[src/design/upr_pkg.sv]
`default_nettype none
package upr_pkg;

   localparam int unsigned CsrIndexWidth = 3;

   // register indexes of the configuration port
   localparam logic [CsrIndexWidth-1:0] CSR_STEP_TIME = 3'd0;
   localparam logic [CsrIndexWidth-1:0] CSR_SPEED_MIN = 3'd1;
   localparam logic [CsrIndexWidth-1:0] CSR_SPEED_MAX = 3'd2;
   localparam logic [CsrIndexWidth-1:0] CSR_TURN_MIN  = 3'd3;
   localparam logic [CsrIndexWidth-1:0] CSR_TURN_MAX  = 3'd4;

   localparam logic [15:0] STEP_TIME_RESET = 16'd3277;
   localparam logic [15:0] SPEED_MIN_RESET = 16'hFF00;
   localparam logic [15:0] SPEED_MAX_RESET = 16'h0100;
   localparam logic [15:0] TURN_MIN_RESET  = 16'hE000;
   localparam logic [15:0] TURN_MAX_RESET  = 16'h2000;

   localparam logic OP_START = 1'b0;
   localparam logic OP_STEP  = 1'b1;

   // odd quintic sine in Q2.14
   localparam logic [14:0] SIN_A = 15'd25736;
   localparam logic [14:0] SIN_B = 15'd10512;
   localparam logic [16:0] SIN_C = 17'd1160;
   localparam logic [15:0] HDG_QUARTER = 16'd16384;

   localparam int unsigned MulAWidth = 32;
   localparam int unsigned MulBWidth = 17;
   localparam int unsigned MulPWidth = MulAWidth + MulBWidth;

   typedef struct packed {
      logic               op;
      logic signed [31:0] start_x;
      logic signed [31:0] start_y;
      logic signed [15:0] start_heading;
      logic signed [15:0] speed;
      logic signed [15:0] turn_rate;
   } req_type;

   typedef struct packed {
      logic signed [31:0] pose_x;
      logic signed [31:0] pose_y;
      logic signed [15:0] pose_heading;
   } rsp_type;

   typedef struct packed {
      logic        [15:0] step_time;
      logic signed [15:0] speed_min;
      logic signed [15:0] speed_max;
      logic signed [15:0] turn_min;
      logic signed [15:0] turn_max;
   } cfg_type;

   typedef struct packed {
      logic        neg;
      logic [14:0] mag;
   } fold_type;

   typedef enum logic [3:0] {
      ST_IDLE,
      ST_SQ,
      ST_COEF,
      ST_P1,
      ST_P2,
      ST_TRIG,
      ST_SCALE,
      ST_ACC,
      ST_HDG,
      ST_DONE
   } upr_state_type;

endpackage
`default_nettype wire

[src/design/upr_mul.sv]
`default_nettype none
module upr_mul
   import upr_pkg::*;
(
   input  wire logic                        clock,
   input  wire logic signed [MulAWidth-1:0] mul_a,
   input  wire logic signed [MulBWidth-1:0] mul_b,
   output logic signed [MulPWidth-1:0]      mul_q
);

   logic signed [MulPWidth-1:0] prod_ff;
   logic signed [MulPWidth-1:0] prod_in;

   assign prod_in = MulPWidth'(mul_a) * MulPWidth'(mul_b);

   always_ff @(posedge clock) begin
      prod_ff <= prod_in;
   end

   assign mul_q = prod_ff;

endmodule
`default_nettype wire

[src/design/upr_csr.sv]
`default_nettype none
module upr_csr
   import upr_pkg::*;
(
   input  wire logic                     clock,
   input  wire logic                     reset,
   input  wire logic                     csr_valid,
   output logic                          csr_ready,
   input  wire logic [CsrIndexWidth-1:0] csr_index,
   input  wire logic [15:0]              csr_data,
   output cfg_type                       cfg
);

   cfg_type cfg_ff;
   cfg_type cfg_in;

   assign csr_ready = 1'b1;

   always_comb begin
      cfg_in = cfg_ff;
      if (csr_valid) begin
         unique case (csr_index)
            CSR_STEP_TIME: cfg_in.step_time = csr_data;
            CSR_SPEED_MIN: cfg_in.speed_min = csr_data;
            CSR_SPEED_MAX: cfg_in.speed_max = csr_data;
            CSR_TURN_MIN:  cfg_in.turn_min  = csr_data;
            CSR_TURN_MAX:  cfg_in.turn_max  = csr_data;
            default:       cfg_in = cfg_ff;
         endcase
      end
   end

   always_ff @(posedge clock) begin
      if (reset) begin
         cfg_ff.step_time <= STEP_TIME_RESET;
         cfg_ff.speed_min <= SPEED_MIN_RESET;
         cfg_ff.speed_max <= SPEED_MAX_RESET;
         cfg_ff.turn_min  <= TURN_MIN_RESET;
         cfg_ff.turn_max  <= TURN_MAX_RESET;
      end else begin
         cfg_ff <= cfg_in;
      end
   end

   assign cfg = cfg_ff;

endmodule
`default_nettype wire

[src/design/unicycle_pose_rollout.sv]
// Unicycle pose rollout: a start beat (op 0) loads x, y and heading and returns them; a
// step beat (op 1) clamps speed and turn rate to the configured limits and advances the
// stored pose by one Euler step using the old heading. Every accepted beat gives exactly
// one result beat. All products go through one registered 32x17 signed multiplier under
// a small sequencer: cosine and sine each take four products of the quintic plus two for
// speed times step time, and one more forms the heading increment. The input stalls from
// acceptance until the result moves to the output register; the result sits in that
// output register, so the next beat is accepted while it waits.
// Configuration writes are taken every cycle and must happen only while the block is idle.
`default_nettype none
module unicycle_pose_rollout
   import upr_pkg::*;
(
   input  wire logic                     clock,
   input  wire logic                     reset,
   input  wire logic                     req_valid,
   output logic                          req_stall,
   input  wire req_type                  req_data,
   output logic                          rsp_valid,
   input  wire logic                     rsp_stall,
   output rsp_type                       rsp_data,
   input  wire logic                     csr_valid,
   output logic                          csr_ready,
   input  wire logic [CsrIndexWidth-1:0] csr_index,
   input  wire logic [15:0]              csr_data
);

   localparam logic [MulPWidth-1:0] HALF_POS = MulPWidth'(1) << 21;
   localparam logic [MulPWidth-1:0] HALF_HDG = MulPWidth'(1) << 15;

   function automatic logic signed [15:0] clamp_lim(input logic signed [15:0] v,
                                                    input logic signed [15:0] lo,
                                                    input logic signed [15:0] hi);
      logic signed [15:0] r;
      if (v < lo) r = lo;
      else if (v > hi) r = hi;
      else r = v;
      return r;
   endfunction

   // fold the angle to a quarter turn either side of zero
   function automatic fold_type fold_angle(input logic [15:0] ang);
      logic signed [17:0] t;
      fold_type r;
      t = {{2{ang[15]}}, ang};
      if (t > 18'sd16384) t = 18'sd32768 - t;
      else if (t < -18'sd16384) t = -18'sd32768 - t;
      r.neg = t[17];
      r.mag = t[17] ? 15'(-t) : 15'(t);
      return r;
   endfunction

   function automatic logic signed [31:0] add_sat(input logic signed [31:0] cur,
                                                  input logic [26:0] d);
      logic [32:0] s;
      logic signed [31:0] r;
      s = {cur[31], cur} + {{6{d[26]}}, d};
      if (s[32] != s[31]) r = s[32] ? 32'sh8000_0000 : 32'sh7FFF_FFFF;
      else r = s[31:0];
      return r;
   endfunction

   cfg_type cfg;

   upr_state_type state_ff, state_in;
   logic          phase_sin_ff, phase_sin_in;
   logic          rsp_valid_ff, rsp_valid_in;
   rsp_type       rsp_ff, rsp_in;
   logic signed [31:0] x_ff, x_in, y_ff, y_in;
   logic [15:0]   h_ff, h_in;
   logic signed [15:0] v_ff, v_in, w_ff, w_in;
   logic [14:0]   m_ff, m_in, m2_ff, m2_in;
   logic          neg_ff, neg_in;

   logic signed [MulAWidth-1:0] mul_a;
   logic signed [MulBWidth-1:0] mul_b;
   logic signed [MulPWidth-1:0] mul_q;

   logic [15:0]          fold_ang;
   fold_type             fold_res;
   logic [MulPWidth-1:0] rnd_sum;
   logic [14:0]          p1, p2;
   logic [15:0]          trig_mag;
   logic [16:0]          trig;

   upr_csr u_csr (
      .clock     (clock),
      .reset     (reset),
      .csr_valid (csr_valid),
      .csr_ready (csr_ready),
      .csr_index (csr_index),
      .csr_data  (csr_data),
      .cfg       (cfg)
   );

   upr_mul u_mul (
      .clock (clock),
      .mul_a (mul_a),
      .mul_b (mul_b),
      .mul_q (mul_q)
   );

   // cosine is the sine a quarter turn ahead
   assign fold_ang = (state_ff == ST_IDLE) ? h_ff + HDG_QUARTER : h_ff;
   assign fold_res = fold_angle(fold_ang);

   // round half away from zero: negative products get one less before the shift
   assign rnd_sum = mul_q + ((state_ff == ST_HDG) ? HALF_HDG : HALF_POS)
                    - {{(MulPWidth-1){1'b0}}, mul_q[MulPWidth-1]};

   assign p1       = SIN_B - {4'd0, mul_q[24:14]};
   assign p2       = SIN_A - {1'b0, mul_q[27:14]};
   assign trig_mag = mul_q[29:14];
   assign trig     = neg_ff ? 17'(-{1'b0, trig_mag}) : {1'b0, trig_mag};

   assign req_stall = (state_ff != ST_IDLE);
   assign rsp_valid = rsp_valid_ff;
   assign rsp_data  = rsp_ff;

   always_comb begin
      state_in     = state_ff;
      phase_sin_in = phase_sin_ff;
      rsp_valid_in = rsp_valid_ff && rsp_stall;
      rsp_in       = rsp_ff;
      x_in         = x_ff;
      y_in         = y_ff;
      h_in         = h_ff;
      v_in         = v_ff;
      w_in         = w_ff;
      m_in         = m_ff;
      m2_in        = m2_ff;
      neg_in       = neg_ff;
      mul_a        = '0;
      mul_b        = '0;
      unique case (state_ff)
         ST_IDLE: begin
            if (req_valid) begin
               if (req_data.op == OP_START) begin
                  x_in     = req_data.start_x;
                  y_in     = req_data.start_y;
                  h_in     = req_data.start_heading;
                  state_in = ST_DONE;
               end else begin
                  v_in         = clamp_lim(req_data.speed, cfg.speed_min, cfg.speed_max);
                  w_in         = clamp_lim(req_data.turn_rate, cfg.turn_min, cfg.turn_max);
                  m_in         = fold_res.mag;
                  neg_in       = fold_res.neg;
                  phase_sin_in = 1'b0;
                  state_in     = ST_SQ;
               end
            end
         end
         ST_SQ: begin
            mul_a    = {17'd0, m_ff};
            mul_b    = {2'd0, m_ff};
            state_in = ST_COEF;
         end
         ST_COEF: begin
            m2_in    = mul_q[28:14];
            mul_a    = {17'd0, mul_q[28:14]};
            mul_b    = SIN_C;
            state_in = ST_P1;
         end
         ST_P1: begin
            mul_a    = {17'd0, m2_ff};
            mul_b    = {2'd0, p1};
            state_in = ST_P2;
         end
         ST_P2: begin
            mul_a    = {17'd0, m_ff};
            mul_b    = {2'd0, p2};
            state_in = ST_TRIG;
         end
         ST_TRIG: begin
            mul_a    = {{16{v_ff[15]}}, v_ff};
            mul_b    = trig;
            state_in = ST_SCALE;
         end
         ST_SCALE: begin
            mul_a    = mul_q[31:0];
            mul_b    = {1'b0, cfg.step_time};
            state_in = ST_ACC;
         end
         ST_ACC: begin
            if (!phase_sin_ff) begin
               x_in         = add_sat(x_ff, rnd_sum[48:22]);
               m_in         = fold_res.mag;
               neg_in       = fold_res.neg;
               phase_sin_in = 1'b1;
               state_in     = ST_SQ;
            end else begin
               y_in     = add_sat(y_ff, rnd_sum[48:22]);
               mul_a    = {{16{w_ff[15]}}, w_ff};
               mul_b    = {1'b0, cfg.step_time};
               state_in = ST_HDG;
            end
         end
         ST_HDG: begin
            h_in     = h_ff + rnd_sum[31:16];
            state_in = ST_DONE;
         end
         ST_DONE: begin
            if (!rsp_valid_ff || !rsp_stall) begin
               rsp_valid_in        = 1'b1;
               rsp_in.pose_x       = x_ff;
               rsp_in.pose_y       = y_ff;
               rsp_in.pose_heading = h_ff;
               state_in            = ST_IDLE;
            end
         end
         default: state_in = ST_IDLE;
      endcase
   end

   always_ff @(posedge clock) begin
      if (reset) begin
         state_ff     <= ST_IDLE;
         phase_sin_ff <= 1'b0;
         rsp_valid_ff <= 1'b0;
         x_ff         <= '0;
         y_ff         <= '0;
         h_ff         <= '0;
      end else begin
         state_ff     <= state_in;
         phase_sin_ff <= phase_sin_in;
         rsp_valid_ff <= rsp_valid_in;
         x_ff         <= x_in;
         y_ff         <= y_in;
         h_ff         <= h_in;
      end
   end

   always_ff @(posedge clock) begin
      rsp_ff <= rsp_in;
      v_ff   <= v_in;
      w_ff   <= w_in;
      m_ff   <= m_in;
      m2_ff  <= m2_in;
      neg_ff <= neg_in;
   end

endmodule
`default_nettype wire

[config.mk]
export PLATFORM = sky130hd
export DESIGN_NAME = unicycle_pose_rollout
export DESIGN_NICKNAME = d
export VERILOG_FILES = /design/src/design/upr_pkg.sv /design/src/design/upr_mul.sv /design/src/design/upr_csr.sv /design/src/design/unicycle_pose_rollout.sv
export SDC_FILE = /design/constraint.sdc
export NUM_CORES = 2
export LEC_CHECK = 0
export ABC_AREA = 1
export ABC_CLOCK_PERIOD_IN_PS = 9600
export BUFFER_PORTS_ARGS = -buffer_cell sky130_fd_sc_hd__buf_2
export CAP_MARGIN = 20
export CORE_MARGIN = 3
export CORE_UTILIZATION = 45
export CTS_BUF_LIST = sky130_fd_sc_hd__clkbuf_16
export CTS_CLUSTER_DIAMETER = 30
export DETAILED_ROUTE_END_ITERATION = 10
export PLACE_DENSITY_LB_ADDON = 0.05
export SYNTH_ARGS = -nofsm -noshare
export SYNTH_HDL_FRONTEND = slang
export SYNTH_SLANG_ARGS = --single-unit
[constraint.sdc]
create_clock -name clock -period 9.6 [get_ports clock]
set_clock_uncertainty 0.05 [all_clocks]
set_input_delay 0.96 -clock clock [delete_from_list [all_inputs] [get_ports clock]]
set_output_delay 0.96 -clock clock [all_outputs]
set_load 0.05 [all_outputs]
# Word-level counts from Yosys, hierarchy flattened
# Index checks and enable logic that the tools add are counted.
# word_totals
word_cells,130
inputBits,137
reg_bits,358
# classes
mux,47
magnitude_cmp,6
n_reduce_logical,23
n_eq_ne,21
n_addsub,12
mul,1
# op_table
cell,n
32-bit two-way mux,11
32-bit case mux with 6 select lines,1
16-bit two-way mux,8
32-bit case mux with 2 select lines,2
17-bit case mux with 7 select lines,1
32-bit by 27-bit adder with 33-bit output,2
15-bit two-way mux,4
49-bit by 22-bit adder with 49-bit output,1
32-bit by 17-bit multiplier with 49-bit output,1
49-bit by 1-bit subtractor with 49-bit output,1
4-bit case mux with 10 select lines,1
18-bit two-way mux,2
16-bit greater-than comparator,2
16-bit < comparator,2
16-bit case mux with 2 select lines,1
15-bit case mux with 2 select lines,1
22-bit two-way mux,1
17-bit by 16-bit subtractor with 18-bit output (first input constant),1
17-bit two-way mux,1
16-bit negator with 17-bit output,1
16-bit by 16-bit subtractor with 17-bit output (first input constant),1
16-bit by 15-bit adder with 16-bit output (second input constant),1
16-bit adder,1
4-bit by 3-bit == test with 1-bit output (second input constant),4
other kinds (27),58

# Depth between registers and ports, before layout
# logic_depth
word_depth,10
mapped_depth,40

# Modules after synthesis
# A second synthesis with hierarchy kept.
# hier_totals
hier_cells,6511
hier_area_um2,46226.8
# by_module_without_submodules
mod,cells_per_inst,seq_area_each_um2,area_per_inst_um2,instances
upr_mul,2893,980.9,21677.0,1
unicycle_pose_rollout,3171,6015.8,21350.5,1
upr_csr,447,1601.5,3199.3,1

# Worst setup path before layout
# No wires, ideal clock.
# synth_timing
path_kind,register to register
startpoint,reg state_ff[2]
endpoint,"reg u_mul.prod_ff[48], in the netlist u_mul.mul_q[48]"
n_path_buf,2
setup_time_ns,0.122
synth_period_minus_slack_ns,6.763
setup_slack_ns,2.837
path_stages_with_launch,35
t_arrival_ns,6.591
path_cell_list,dfxtp_1 -> inv_1 -> nor2_4 -> inv_4 -> nor2_2 -> buf_4 -> inv_2 -> nor2_2 -> inv_1 -> a32oi_1 -> o32ai_1 -> nand2_1 -> inv_2 -> buf_6 -> nor2_4 -> inv_2 -> fa_1 -> inv_1 -> fa_1 -> fa_1 -> fa_1 -> fa_1 -> inv_1 -> fa_1 -> inv_1 -> ha_1 -> a21oi_1 -> inv_1 -> a31oi_1 -> o21ai_0 -> inv_1 -> nor3_1 -> a211oi_1 -> nand2_1 -> xor2_1
# synth_via
elab_chain_len,4
# synth_rtl
element,line,text
"start, declared",unicycle_pose_rollout.sv:65,"upr_state_type state_ff, state_in;"
"start signal, assigned",unicycle_pose_rollout.sv:224,state_ff <= state_in;
4-bit by 3-bit == test with 1-bit output or 4-bit by 1-bit == test with 1-bit output (tied branches),unicycle_pose_rollout.sv:135,unique case (state_ff)
2-bit OR reduction (no source line),-,
32-bit case mux with 6 select lines,unicycle_pose_rollout.sv:135,
32-bit by 17-bit multiplier with 49-bit output *,upr_mul.sv:14,assign prod_in = MulPWidth'(mul_a) * MulPWidth'(mul_b);
via u_mul.prod_in[48],upr_mul.sv:12,logic signed [MulPWidth-1:0] prod_in;
"end signal, assigned",upr_mul.sv:17,prod_ff <= prod_in;
"end, declared",upr_mul.sv:11,logic signed [MulPWidth-1:0] prod_ff;
# The timed path passes the listed nets; every way through them passes the cells marked *.
# A chain may end at the register's enable or synchronous reset.

# Final worst setup path
# layout_timing
startpoint,"reg u_mul.prod_ff[18], in the netlist u_mul.mul_q[18]"
endpoint,"reg u_mul.prod_ff[41], in the netlist u_mul.mul_q[41]"
# layout_via
elab_chain_len,4
# layout_rtl
element,line,text
16-bit negator with 17-bit output,unicycle_pose_rollout.sv:114,"assign trig = neg_ff ? 17'(-{1'b0, trig_mag}) : {1'b0, trig_mag};"
17-bit two-way mux,unicycle_pose_rollout.sv:114,
17-bit case mux with 7 select lines,unicycle_pose_rollout.sv:135,
32-bit by 17-bit multiplier with 49-bit output *,upr_mul.sv:14,
via u_mul.prod_in[41],upr_mul.sv:12,
# Marks and branches as above.

==> impl_metrics.sql <==
INSERT INTO impl_metrics (metric_group, metric, value, unit) VALUES
('status', 'run_status', 'completed', ''),
('timing', 'finalHoldViolCount', '0', ''),
('drt', 'detail_route.iter0.violations', '3019', ''),
('clock_tree', 'total_clock_buffers_created_by_cts', '97', ''),
('timing', 'period_needed', '8780', 'ps'),
('clock_tree', 'cts_setup_buffers', '0', ''),
('power', 'power.density_cell_area', '308', 'nW/um2'),
('worst_setup_path', 'slowest_delay', '690', 'ps'),
('synth', 'cell_taking_the_most_area_after_synthesis', 'sky130_fd_sc_hd__fa_1', ''),
('synth', 'number_of_enable_flip_flop_cells_after_synthesis', '143', ''),
('clock_tree', 'clock_latency', '670', 'ps'),
('timing', 'setup-violations-final', '0', ''),
('drt', 'first_pass_iters', '6', ''),
('worst_setup_path', 'end_kind', 'register', ''),
('timing', 'hold_slack', '417', 'ps'),
('worst_setup_path', 'worst-endpoint-required', '10050', 'ps'),
('synth', 'synthDistinctLibCells', '64', ''),
('synth', 'postSynthNetCount', '6916', ''),
('synth', 'synthTopCellsByCount', 'sky130_fd_sc_hd__nand2_1, sky130_fd_sc_hd__inv_1, sky130_fd_sc_hd__nor2_1', ''),
('clock_tree', 'cts_repair_resize_count', '0', ''),
('global_routing', 'grt_antenna_before_repair', '1', ''),
('job', 'max_cap_violations', '0', ''),
('cells_and_area', 'final_nets', '7135', ''),
('clock_tree', 'count_of_hold_fix_buffers_inserted_at_cts', '0', ''),
('clock_tree', 'cts_root_buffer', 'sky130_fd_sc_hd__clkbuf_16', ''),
('worst_setup_path', 'cpMaxStageDelayCell', 'sky130_fd_sc_hd__nor2_2', ''),
('synth', 'synth_ff_type', 'sky130_fd_sc_hd__dfxtp_1', ''),
('global_routing', 'grt_pass1_vias', '39300', ''),
('worst_setup_path', 'start_kind', 'register', ''),
('timing', 'max_slew.worst_pin.slew', '1150', 'ps'),
('synth', 'synth_seq_cells', '358', ''),
('power', 'max-vdd-ir-drop', '0.266', 'mV'),
('die', 'chipHeight', '320', 'um'),
('clock_tree', 'cts-root-to-sink-buffers', '3', ''),
('die', 'die-width', '320', 'um'),
('drt', 'post_drt_wl_per_cell', '19.9', 'um'),
('placement', 'dp_worst_setup_slack', '1010', 'ps'),
('worst_setup_path', 'setup.worst_path.class', 'reg -> reg', ''),
('min_path', 'hold_class', 'reg -> reg', ''),
('placement', 'post-place-cells', '7326', ''),
('synth', 'ys_warnings', '0', ''),
('timing', 'worst_max_slew_margin_expressed_relative_to_the_limit', '23.3', '%'),
('synth', 'post_synth.cell_area_avg', '7.47', 'um2'),
('synth', 'synth_sequential_area_ratio', '19.4', '%'),
('worst_setup_path', 'critical_path_arrival', '9230', 'ps'),
('clock_tree', 'clock_tree.htree_level_count', '3', ''),
('timing', 'finalSetupTns', '0', 'ps'),
('worst_setup_path', 'critical_path_peak_fanout', '16', ''),
('synth', 'synth_largest_type_area_fraction', '23.7', '%'),
('placement', 'hpwlAfterDp', '121', 'mm'),
('timing', 'fmaxAchievable', '114', 'MHz'),
('global_routing', 'gr-usage-all-layers', '29.1', '%'),
('clock_tree', 'numClockSinks', '358', ''),
('timing', 'fin_ws', '816', 'ps'),
('die', 'core_area', '97100', 'um2'),
('synth', 'yosys.cell_count.top_type', 'sky130_fd_sc_hd__nand2_1', ''),
('placement', 'final_weighted_congestion_in_routability_driven_placement', '0.955', ''),
('worst_setup_path', 'critical-path-top-cell-by-count', 'sky130_fd_sc_hd__inv_1', ''),
('drt', 'drt.antenna.violating_nets', '0', ''),
('cells_and_area', 'fin_area', '50100', 'um2'),
('placement', 'placed_cell_area', '46700', 'um2'),
('die', 'floorplan.die_area', '102000', 'um2'),
('power', 'power.total', '15.4', 'mW'),
('cells_and_area', 'synthToLayoutAreaGrowth', '13.2', '%'),
('cells_and_area', 'finish.cell_count_without_fillers', '7512', ''),
('die', 'floorplan.initialDensity', '45.6', '%'),
('power', 'total_leakage_power', '25.6', 'nW'),
('timing', 'final.period_utilization', '91.5', '%'),
('synth', 'netlist_top_cells_area', 'sky130_fd_sc_hd__fa_1, sky130_fd_sc_hd__nand2_1, sky130_fd_sc_hd__dfxtp_1', ''),
('clock_tree', 'register_clock_pin_slew_on_the_reported_worst_setup_and_hold_paths', '50', 'ps'),
('synth', 'synth_async_sr_flop_share', '0', '%');
critical path, delay by kind of cell, from the launching register on:
kind                       cells  cell delay, ps
AOI/OAI and AO/OA              8            1920
DFF                            1             670
buffers and inverters          8            1090
adders and majority gates      8            3600
and+or+nand+nor                7            1240
flip-flops by register name, indices dropped and copies added, names as in the netlist:
name          cells
y_ff             32
x_ff             32
phase_sin_ff      1
w_ff             16
m_ff             15
u_mul.mul_q      49
m2_ff            15
h_ff             16
neg_ff            1
v_ff             16
rsp_valid         1
state_ff          4
rsp_data         80
u_csr.cfg        80
routing by layer:
metal  up-vias  GRT usage (%)  part of all wire [%]
met2      1324           47.0                    45
met4         0           8.89                   3.2
met3       252           4.82                   6.5
met1     18800           40.0                    45
met5         -              0                     0
li1      18900              -                     -
path summary, 6_finish.rpt:
path | from | endpoint | slack [ps] | cells after the start
max reg2reg | u_mul.mul_q[18]$_DFF_P_ | u_mul.mul_q[41]$_DFF_P_ | 820 | 31
min | y_ff[21]$_SDFFE_PP0P_ | rsp_data[37]$_DFFE_PP_ | 420 | 0
min reg2reg | y_ff[21]$_SDFFE_PP0P_ | rsp_data[37]$_DFFE_PP_ | 420 | 0
max | u_mul.mul_q[18]$_DFF_P_ | u_mul.mul_q[41]$_DFF_P_ | 820 | 31
placed cells by master, fill, tap and decap left out, types with 38 or more instances in the layout:
master / netlist / final
sky130_fd_sc_hd__ha_1: 323 / 323
sky130_fd_sc_hd__buf_4: 14 / 62
sky130_fd_sc_hd__a21oi_1: 384 / 384
sky130_fd_sc_hd__nand3_1: 175 / 174
sky130_fd_sc_hd__buf_2: 78 / 217
sky130_fd_sc_hd__dfxtp_1: 215 / 215
sky130_fd_sc_hd__edfxtp_1: 143 / 143
sky130_fd_sc_hd__nor2_1: 710 / 707
sky130_fd_sc_hd__nor3_1: 40 / 38
sky130_fd_sc_hd__clkbuf_16: 0 / 97
sky130_fd_sc_hd__xnor2_1: 40 / 40
sky130_fd_sc_hd__inv_2: 47 / 48
sky130_fd_sc_hd__inv_1: 1114 / 1126
sky130_fd_sc_hd__xor2_1: 103 / 103
sky130_fd_sc_hd__fa_1: 524 / 524
sky130_fd_sc_hd__o21ai_0: 284 / 284
sky130_fd_sc_hd__nand2_1: 1339 / 1338
where the power goes:
part | switching, mW | leakage, nW | internal (mW)
clock | 1.07 | 1.67 | 2.28
combinational | 6.94 | 20.9 | 3.13
sequential | 0.191 | 3.07 | 1.82
total | 8.20 | 25.6 | 7.23
layout make-up:
cell class | instances | area [um2]
fillers | 9651 | 47000
multi-input cells | 4244 | 30500
flip-flops and latches | 358 | 8600
inverters | 1168 | 4400
clock buffers | 97 | 2430
repair buffers | 282 | 1610
well taps | 1276 | 1600
clock inverters | 86 | 981
diodes | 1 | 2.50
kinds of logic (layout without fill, tap and decap cells):
family / Yosys count / in the layout / synth area share [%]
AO/OA/AOI/OAI: 886 / 886 / 11.3
XOR/XNOR: 143 / 143 / 2.83
adder cells (fa/ha/maj): 847 / 847 / 32.8
buffers and inverters: 1330 / 1633 / 11.8
flip-flops: 358 / 358 / 19.4
other: 1 / 2 / 0.00847
AND/OR/NAND/NOR: 2367 / 2367 / 21.9
No activity file was read; power rests on OpenSTA's default activity.
